===== config.mk =====
export PLATFORM = sky130hd
export DESIGN_NAME = pmwa_ctrl
export DESIGN_NICKNAME = d
export VERILOG_FILES = /design/src/hw/rtl/paged_memory_walker_allocator_defines.svh /design/src/hw/rtl/pmwa_pkg.sv /design/src/hw/rtl/pmwa_ctrl.sv
export SDC_FILE = /design/constraint.sdc
export NUM_CORES = 1
export LEC_CHECK = 0
export BUFFER_PORTS_ARGS = -buffer_cell sky130_fd_sc_hd__buf_2
export CELL_PAD_IN_SITES_DETAIL_PLACEMENT = 0
export CELL_PAD_IN_SITES_GLOBAL_PLACEMENT = 2
export CORE_ASPECT_RATIO = 1.25
export CORE_MARGIN = 10
export CORE_UTILIZATION = 35
export CTS_CLUSTER_DIAMETER = 40
export CTS_CLUSTER_SIZE = 24
export DETAILED_ROUTE_END_ITERATION = 12
export HOLD_SLACK_MARGIN = 0.15
export PLACE_DENSITY_LB_ADDON = 0.12
export SYNTH_ARGS = -nofsm -noshare
export SYNTH_HDL_FRONTEND = slang
export SYNTH_SLANG_ARGS = --single-unit
export TNS_END_PERCENT = 1

===== constraint.sdc =====
create_clock -name clk -period 7.4 [get_ports clk]
set_clock_uncertainty 0.1 [all_clocks]
set_input_delay 1.48 -clock clk [delete_from_list [all_inputs] [get_ports clk]]
set_output_delay 1.48 -clock clk [all_outputs]
set_load 0.01 [all_outputs]

===== src/hw/rtl/paged_memory_walker_allocator_defines.svh =====
// Assertion macros for the paged memory walker allocator.
`ifndef PAGED_MEMORY_WALKER_ALLOCATOR_DEFINES_SVH
`define PAGED_MEMORY_WALKER_ALLOCATOR_DEFINES_SVH
`ifndef SYNTH
`define PMWA_ASSERT(lbl, prop, msg) \
  lbl: assert property (@(posedge clk) disable iff (!rst_n) prop) else $error(msg);
`define PMWA_ASSERT_ALWAYS(lbl, prop, msg) \
  lbl: assert property (@(posedge clk) prop) else $error(msg);
`else
`define PMWA_ASSERT(lbl, prop, msg)
`define PMWA_ASSERT_ALWAYS(lbl, prop, msg)
`endif
`endif


===== src/hw/rtl/pmwa_pkg.sv =====
// Shared constants, types and datapath commands of the paged memory walker.
`default_nettype none
package pmwa_pkg;
  localparam int OFFSET_BITS = 4;
  localparam int LEVELS      = 4;
  localparam int FRAME_COUNT = 64;
  localparam int WORD_BITS   = 32;

  localparam int PAGE_WORDS = 1 << OFFSET_BITS;
  localparam int PN_BITS    = OFFSET_BITS * LEVELS;
  localparam int VA_BITS    = OFFSET_BITS * (LEVELS + 1);
  localparam int PAGE_COUNT = 1 << PN_BITS;
  localparam int FRAME_BITS = (FRAME_COUNT > 1) ? $clog2(FRAME_COUNT) : 1;
  localparam int MEM_AW     = FRAME_BITS + OFFSET_BITS;
  localparam int MEM_WORDS  = FRAME_COUNT * PAGE_WORDS;
  localparam int SWAP_WORDS = PAGE_COUNT * PAGE_WORDS;
  localparam int LVL_BITS   = (LEVELS > 1) ? $clog2(LEVELS) : 1;
  localparam int DIST_BITS  = PN_BITS + 1;
  localparam int CLR_BITS   = (PN_BITS > MEM_AW) ? PN_BITS : MEM_AW;

  // access operation codes
  localparam logic OP_READ  = 1'b0;
  localparam logic OP_WRITE = 1'b1;

  typedef logic [WORD_BITS-1:0]   word_t;
  typedef logic [FRAME_BITS-1:0]  frame_t;
  typedef logic [PN_BITS-1:0]     vpn_t;
  typedef logic [OFFSET_BITS-1:0] idx_t;
  typedef logic [LVL_BITS-1:0]    lvl_t;
  typedef logic [DIST_BITS-1:0]   dist_t;

  typedef enum logic [4:0] {
    CMD_NOP, CMD_CLR, CMD_LOAD, CMD_WRD, CMD_WEV, CMD_SCI, CMD_SCRD, CMD_SCEV,
    CMD_SCEND, CMD_SCNX, CMD_DECIDE, CMD_EVRD, CMD_EVWR, CMD_UNLK, CMD_FILL,
    CMD_PRCK, CMD_RSRD, CMD_RSWR, CMD_CLF, CMD_LINK, CMD_ACC, CMD_ACCW, CMD_DONE
  } cmd_t;

  typedef struct packed {
    logic clr_done;
    logic entry_nz;
    logic lvl_last;
    logic push;
    logic j_last;
    logic depth_zero;
    logic use_zero;
    logic use_new;
    logic fail;
    logic i_last;
    logic present;
    logic is_write;
    logic out_free;
  } stat_t;
endpackage
`default_nettype wire


===== src/hw/rtl/pmwa_ctrl.sv =====
// Controller: sequences clearing, walk, scan, eviction, fill and access.
`default_nettype none
module pmwa_ctrl (
  input  wire logic            clk,
  input  wire logic            rst_n,
  input  wire logic            in_valid,
  output logic                 in_ready,
  input  wire pmwa_pkg::stat_t stat,
  output pmwa_pkg::cmd_t       cmd
);
  typedef enum logic [21:0] {
    S_CLR    = 22'd1 << 0,
    S_IDLE   = 22'd1 << 1,
    S_WRD    = 22'd1 << 2,
    S_WEV    = 22'd1 << 3,
    S_SCI    = 22'd1 << 4,
    S_SCRD   = 22'd1 << 5,
    S_SCEV   = 22'd1 << 6,
    S_SCEND  = 22'd1 << 7,
    S_SCNX   = 22'd1 << 8,
    S_DECIDE = 22'd1 << 9,
    S_EVRD   = 22'd1 << 10,
    S_EVWR   = 22'd1 << 11,
    S_UNLK   = 22'd1 << 12,
    S_FILL   = 22'd1 << 13,
    S_PRCK   = 22'd1 << 14,
    S_RSRD   = 22'd1 << 15,
    S_RSWR   = 22'd1 << 16,
    S_CLF    = 22'd1 << 17,
    S_LINK   = 22'd1 << 18,
    S_ACC    = 22'd1 << 19,
    S_ACCW   = 22'd1 << 20,
    S_DONE   = 22'd1 << 21
  } state_t;

  state_t state_r;
  state_t state_nxt;

  // next state and command
  always_comb begin
    state_nxt = state_r;
    cmd       = pmwa_pkg::CMD_NOP;
    case (state_r)
      S_CLR: begin
        cmd = pmwa_pkg::CMD_CLR;
        if (stat.clr_done) state_nxt = S_IDLE;
      end
      S_IDLE: begin
        if (in_valid) begin
          cmd       = pmwa_pkg::CMD_LOAD;
          state_nxt = S_WRD;
        end
      end
      S_WRD: begin
        cmd       = pmwa_pkg::CMD_WRD;
        state_nxt = S_WEV;
      end
      S_WEV: begin
        cmd = pmwa_pkg::CMD_WEV;
        if (!stat.entry_nz)    state_nxt = S_SCI;
        else if (stat.lvl_last) state_nxt = S_ACC;
        else                   state_nxt = S_WRD;
      end
      S_SCI: begin
        cmd       = pmwa_pkg::CMD_SCI;
        state_nxt = S_SCRD;
      end
      S_SCRD: begin
        cmd       = pmwa_pkg::CMD_SCRD;
        state_nxt = S_SCEV;
      end
      S_SCEV: begin
        cmd = pmwa_pkg::CMD_SCEV;
        if (!stat.push && stat.j_last) state_nxt = S_SCEND;
        else                           state_nxt = S_SCRD;
      end
      S_SCEND: begin
        cmd = pmwa_pkg::CMD_SCEND;
        state_nxt = stat.depth_zero ? S_DECIDE : S_SCNX;
      end
      S_SCNX: begin
        cmd = pmwa_pkg::CMD_SCNX;
        state_nxt = stat.j_last ? S_SCEND : S_SCRD;
      end
      S_DECIDE: begin
        cmd = pmwa_pkg::CMD_DECIDE;
        if (stat.use_zero || stat.use_new) state_nxt = S_FILL;
        else if (stat.fail)                state_nxt = S_DONE;
        else                               state_nxt = S_EVRD;
      end
      S_EVRD: begin
        cmd       = pmwa_pkg::CMD_EVRD;
        state_nxt = S_EVWR;
      end
      S_EVWR: begin
        cmd = pmwa_pkg::CMD_EVWR;
        state_nxt = stat.i_last ? S_UNLK : S_EVRD;
      end
      S_UNLK: begin
        cmd       = pmwa_pkg::CMD_UNLK;
        state_nxt = S_FILL;
      end
      S_FILL: begin
        cmd = pmwa_pkg::CMD_FILL;
        state_nxt = stat.lvl_last ? S_PRCK : S_CLF;
      end
      S_PRCK: begin
        cmd = pmwa_pkg::CMD_PRCK;
        state_nxt = stat.present ? S_RSRD : S_CLF;
      end
      S_RSRD: begin
        cmd       = pmwa_pkg::CMD_RSRD;
        state_nxt = S_RSWR;
      end
      S_RSWR: begin
        cmd = pmwa_pkg::CMD_RSWR;
        state_nxt = stat.i_last ? S_LINK : S_RSRD;
      end
      S_CLF: begin
        cmd = pmwa_pkg::CMD_CLF;
        if (stat.i_last) state_nxt = S_LINK;
      end
      S_LINK: begin
        cmd = pmwa_pkg::CMD_LINK;
        state_nxt = stat.lvl_last ? S_ACC : S_WRD;
      end
      S_ACC: begin
        cmd = pmwa_pkg::CMD_ACC;
        state_nxt = stat.is_write ? S_DONE : S_ACCW;
      end
      S_ACCW: begin
        cmd       = pmwa_pkg::CMD_ACCW;
        state_nxt = S_DONE;
      end
      S_DONE: begin
        cmd = pmwa_pkg::CMD_DONE;
        if (stat.out_free) state_nxt = S_IDLE;
      end
      default: begin
        state_nxt = S_CLR;
      end
    endcase
  end

  // state register
  always_ff @(posedge clk) begin
    if (!rst_n) begin
      state_r <= S_CLR;
    end else begin
      state_r <= state_nxt;
    end
  end

  assign in_ready = (state_r == S_IDLE);
endmodule
`default_nettype wire

==> results of run 1 <==
power groups by stage:
stage | logic [mW] | clock network, mW | registers, mW
after global placement | 0.0373 | 0 | 0.125
after global routing | 0.0411 | 0.0959 | 0.122
after floorplan | 0.0240 | 0 | 0.124
after detailed placement | 0.0371 | 0 | 0.125
after CTS | 0.0373 | 0.0901 | 0.122
final | 0.0375 | 0.0884 | 0.122
worst max path at each step:
stage                     cells after the start  endpoint   startpoint  slack, ps
final                                         7    cmd[1]  state_r[20]       2960
after global routing                          7    cmd[1]  state_r[19]       2750
after CTS                                     7    cmd[1]  state_r[19]       3010
after detailed placement                      7    cmd[1]  state_r[19]       3400
after global placement                        7    cmd[0]   state_r[2]       3380
after floorplan                               2    cmd[1]     in_valid       3660
per-stage QoR:
step                cells  total power [mW]
finish                266             0.248
CTS                   266             0.249
detailed placement    262             0.162
floorplan             191             0.148
global route          266             0.259
global placement      262             0.162
routing by layer:
metal	routed length [um]	vias to the layer above	track usage	part of all wire
li1	-	770	-	-
met4	97	0	0.0449	0.020
met2	2340	56	0.225	0.49
met5	0	-	0	0
met1	2050	719	0.163	0.43
met3	295	9	0.0251	0.062
synthesized netlist by cell type (3+ instances only):
library cell	n	area, um^2
nor4_1	12	75.1
nand3b_1	4	30.0
nand2_1	17	63.8
xor2_1	3	26.3
nor2b_1	8	50.1
a211oi_1	3	22.5
and3_1	5	31.3
nand2b_1	4	25.0
nand3_1	6	30.0
or4_1	5	37.5
or3_1	7	43.8
dfxtp_1	22	440
clkbuf_1	3	11.3
inv_1	5	18.8
o21ai_0	8	40.0
nor3_1	14	70.1
nor2_1	16	60.1
a21oi_1	9	45.0
cell type report:
cell class                 count  area, um^2  area share
multi-input combinational    158         992       0.590
sequential                    22         440       0.262
timing repair buffer          21         105      0.0625
tap                           56        70.1      0.0417
clock buffer                   4        55.1      0.0327
inverter                       5        18.8      0.0112
cell families (layout without fill, tap and decap cells):
logic type | after synthesis | after routing
buf+inv | 11 | 30
simple gates | 119 | 119
compound gates | 35 | 35
flops | 22 | 22
xor+xnor | 4 | 4
==> run summary, run 1 <==
sequential fraction of the synthesis area -> 0.296
Synth async-reset ratio -> 0
simple logic cell fraction of the synthesized area -> 0.486
worst rel slew slack -> 0.459
share of cells above drive strength 1 -> 0.171
Area growth, synth to finish -> 13.1%
largest family of logic cells by synthesized area -> simple AND/OR/NAND/NOR gates
1st-iter DRT viols -> 101
Yosys warning count -> 0
first-pass GRT wire length -> 7.85 mm
WHS Path Cells -> 1
Reg power frac -> 0.492
Die X-Extent -> 78.3 um
HPWL after DPL -> 3.86 mm
syn_nets -> 207
DRT Pass-1 Iters -> 4
crit path DAT -> 2860 ps
pre-CTS setup slack -> 3400 ps
CP Max Fanout -> 11
Net Sw Frac -> 0.267
Hold WC Path Type -> flop to flop
Reg clk slew, reported paths -> 80 ps
Comb power frac -> 0.151
Yosys cell types -> 50
Required @ worst endpoint -> 5820 ps
via/cell ratio -> 5.84
Min-Delay Endpoint -> state_r[20]
clock period minus worst slack -> 4440 ps
fin crit share -> 0.601
Synth Area in Compound Gates -> 0.158
Root Buffer -> clkbuf_8
Startpoint Class -> flop
clock sinks -> 22
RR Startpoint -> state_r[13]
grt ovf -> 0
slowest stage delay, CP -> 700 ps
area post-placement -> 1630 um^2
antenna violations before repair -> 0
post-CTS resize count -> 0
Adder-Cell Fraction of Synth Area -> 0
top_reg_cell synth -> dfxtp_1
die span in y -> 92.9 um
# rows -> 26
Routed Antenna Nets -> 0
cts bufs inserted -> 3
status -> finished, final reports clean
Max IR drop VDD -> 0.0000551 V
hold_sp -> state_r[18]
Clk pwr share -> 0.357
XOR/XNOR share of the synthesized area -> 0.0236
Mapped Avg Cell Area -> 7.78 um^2
Top Registers -> state_r (22)
Post-route DRC -> 0
max_cap viols -> 0
most frequent cells in the layout -> 22 x dfxtp_1, 21 x buf_2, 17 x nand2_1, 16 x nor2_1, 14 x nor3_1
Fill cells -> 455
Initial Utilization -> 0.363
via count -> 1554
Sw Pwr -> 66.1 uW
R2R Setup Slk -> 4290 ps
area of the core -> 4100 um^2
Leakage -> 0.707 nW
Skew-Pair Late Insertion Delay -> 270 ps
largest net degree at the start of global routing -> 13
Post-Route WL -> 4.78 mm
Crit path max-delay family -> simple AND/OR/NAND/NOR gates
GRT Util Overall -> 0.133
Largest Register -> state_r
EDFF count, synth -> 0
fin. max-slew vios -> 0
vias in the first global route -> 1567
Die Area -> 7270 um^2
Hold Buf Count CTS -> 0
Syn Std Cell Area -> 1490 um^2
crit path kind -> flop to primary output
Tightest Pin Transition -> 804 ps
#FFs+latches synth -> 22
IO Pins -> 22
Highest Clock Rate -> 0.225 GHz
# diodes -> 0
Hold Fails Final Rpt -> 0
hold slack -> 476 ps
setup_tns -> 0 ps
critical path cell sequence -> nor4_1 -> nand3_1 -> nor2_1 -> and4b_1 -> a211o_1 -> or4_1 -> buf_2
H-tree depth -> 1
R2R depth -> 6
utilization after layout -> 0.410
port buffer count -> 21
power per cell area -> 147 nW/um^2
# setup viols final -> 0
Mapped Cells -> 191
most common cell after layout, fill and taps aside -> dfxtp_1
Max clock buf depth -> 2
FF-to-FF End -> state_r[2]
Post-CTS Setup Bufs -> 0
PnR worst setup slack -> 2960 ps
post-synthesis mux area share -> 0
Crit. End Element -> primary output
Nets -> 227
Int Pwr -> 182 uW
CP Buf/Inv Count -> 1
slowest stage cell, crit path -> nor4_1
WL/cell -> 18.0 um
CTS tree -> done
RSZ-0062 raised after global routing -> false
gp weighted congestion -> 0.914
number of flip-flops in the largest register -> 22
design area -> 1680 um^2
Note: power is estimated with default switching activity, not from simulation.
==> run 2, diff against run 1 <==
Settings changed: ABC_AREA set to 1, CORE_UTILIZATION 35 to 28.
Clock period 7.4 ns to 3.83 ns, I/O delays scaled along.
==> run 2 against run 1 <==
Routed wire length increased by 8.8%. Via count increased by 5.0%. Hold slack improved by 38 ps. Global-route usage decreased by 2.0 points. Non-clock buffer count unchanged. Setup slack got worse by 2100 ps. First-iteration DRC count decreased by 19%. Die area increased by 30%. Cell count increased by 30%.
==> run summary, run 2 <==
#FFs+latches synth -> 22
HPWL after DPL -> 4.29 mm
Synth async-reset ratio -> 0
fin. max-slew vios -> 0
utilization after layout -> 0.321
top_reg_cell synth -> dfxtp_1
Synth area leaders -> dfxtp_1 27%, nor2_1 10%, nand2_1 10%
R2R Setup Slk -> 1740 ps
grt ovf -> 0
R2R depth -> 8
Nets -> 298
most common cell after layout, fill and taps aside -> nor2_1
clock period minus worst slack -> 2940 ps
H-tree depth -> 1
EDFF count, synth -> 0
Design Power -> 733 uW
placed cells -> 343
Hold Fails Final Rpt -> 0
PnR worst setup slack -> 887 ps
via/cell ratio -> 4.71
slowest stage cell, crit path -> nor2_2
Hold Buf Count CTS -> 0
Synth top cells by count -> 46 x nor2_1, 44 x nand2_1, 33 x inv_1, 33 x nand3_1, 22 x dfxtp_1
clock sinks -> 22
Max clock buf depth -> 2
fin crit share -> 0.769
Crit path max-delay family -> simple AND/OR/NAND/NOR gates
Post-route DRC -> 0
Required @ worst endpoint -> 2960 ps
Mapped Avg Cell Area -> 6.38 um^2
Post-CTS Setup Bufs -> 0
port buffer count -> 21
Yosys cell types -> 26
WL/cell -> 15.0 um
hold_sp -> state_r[17]
Skew-Pair Late Insertion Delay -> 260 ps
gp weighted congestion -> 0.807
worst rel slew slack -> 0.541
setup_tns -> 0 ps
max_cap viols -> 0
CP dominant cell by count -> nand3_1
Max IR drop VDD -> 0.000176 V
Syn Std Cell Area -> 1660 um^2
Hold WC Path Type -> flop to flop
Min-Delay Endpoint -> state_r[17]
Initial Utilization -> 0.287
CP Buf/Inv Count -> 1
share of cells above drive strength 1 -> 0.225
FF-to-FF End -> state_r[6]
Root Buffer -> clkbuf_8
Int Pwr -> 408 uW
sequential fraction of the synthesis area -> 0.265
largest area contributor in the netlist -> dfxtp_1
Reg power frac -> 0.350
Top Registers -> state_r (22)
critical path cell sequence -> nor2_1 -> nand3_2 -> nor2_2 -> nand3_1 -> nand3_1 -> nand3b_1 -> buf_2
area post-placement -> 1810 um^2
Tightest Pin Transition -> 688 ps
Comb power frac -> 0.449
die span in y -> 106 um
most common cell in the netlist -> nor2_1
Routed Antenna Nets -> 0
post-CTS resize count -> 0
power per cell area -> 395 nW/um^2
Clk pwr share -> 0.202
pre-CTS setup slack -> 1150 ps
antenna violations before repair -> 0
Leakage -> 0.980 nW
Die X-Extent -> 88.9 um
CP Max Fanout -> 11
# diodes -> 0
CTS tree -> done
most frequent cells in the layout -> 46 x nor2_1, 44 x nand2_1, 33 x inv_1, 33 x nand3_1, 22 x dfxtp_1
number of flip-flops in the largest register -> 22
largest net degree at the start of global routing -> 15
Crit. End Element -> primary output
crit path DAT -> 2080 ps
via count -> 1631
status -> finished, final reports clean
Die Area -> 9420 um^2
WHS Path Cells -> 4
Yosys warning count -> 0
Mapped Cells -> 260
cts bufs inserted -> 3
first-pass GRT wire length -> 8.31 mm
Startpoint Class -> flop
Reg clk slew, reported paths -> 80 ps
1st-iter DRT viols -> 82
RR Startpoint -> state_r[16]
Post-Route WL -> 5.21 mm
IO Pins -> 22
RSZ-0062 raised after global routing -> false
Largest Register -> state_r
Sw Pwr -> 324 uW
Net Sw Frac -> 0.443
# rows -> 31
# setup viols final -> 0
slowest stage delay, CP -> 440 ps
syn_nets -> 276
Non-Filler Instances -> 346
vias in the first global route -> 1677
crit path kind -> flop to primary output
hold slack -> 514 ps
Highest Clock Rate -> 0.340 GHz
design area -> 1850 um^2
GRT Util Overall -> 0.113
area share of the largest cell type after synthesis -> 0.265
area of the core -> 5780 um^2
Area growth, synth to finish -> 11.8%
DRT Pass-1 Iters -> 4
-- run 2: changes by cell type after synthesis, moves of 8 or more --
cell	before	now
nand3_1	6	33
nor4_1	12	0
nor2b_1	8	0
nor2_1	16	46
nand3_2	1	9
nand2_1	17	44
nor2_2	0	8
inv_1	5	33
-- run 2: power groups by stage --
stage	sequential, mW	clock, mW	combinational [mW]
5_1_grt	0.258	0.170	0.368
4_1_cts	0.256	0.158	0.333
3_5_place_dp	0.261	0	0.331
2_1_floorplan	0.259	0	0.257
6_report	0.256	0.148	0.329
3_3_place_gp	0.260	0	0.335
-- run 2: worst max path at each step --
stage                startpoint      to  slack (ps)  cells after the start
floorplan           state_r[14]  cmd[0]        1670                      9
global placement    state_r[18]  cmd[2]        1070                      7
detailed placement  state_r[16]  cmd[2]        1150                      7
CTS                 state_r[16]  cmd[2]         840                      7
global route        state_r[18]  cmd[1]         630                      8
finish              state_r[16]  cmd[2]         890                      7
-- run 2: cell type report --
cell class | instances | area (um^2)
Multi-Input combinational cell | 192 | 1030
Clock buffer | 3 | 41.3
Tap cell | 66 | 82.6
Sequential cell | 22 | 440
Timing Repair Buffer | 21 | 105
Fill cell | 685 | 3930
Inverter | 42 | 158
-- run 2: worst register-to-register path, cell delays in order (launching register included) --
cell and delay [ps]:
dfxtp_1 330, nor2_1 200, nand3_2 210, nor2_2 440, nand3_1 240, nand2_2 150, nor2_2 140, nand3b_1 120
inv_1 50
-- run 2: logic make-up after synthesis --
family                 after synthesis  share of synthesized area
AO/OA/AOI/OAI                       14                     0.0452
flip-flops                          22                      0.265
buffers and inverters               46                      0.115
AND/OR/NAND/NOR                    178                      0.574
-- run 2: metal layers --
metal / wire length [um] / vias up / track usage
met5: 0 / - / 0
met4: 29 / 0 / 0.0278
met3: 216 / 2 / 0.0237
met2: 2680 / 20 / 0.200
met1: 2270 / 737 / 0.133
li1: - / 872 / -
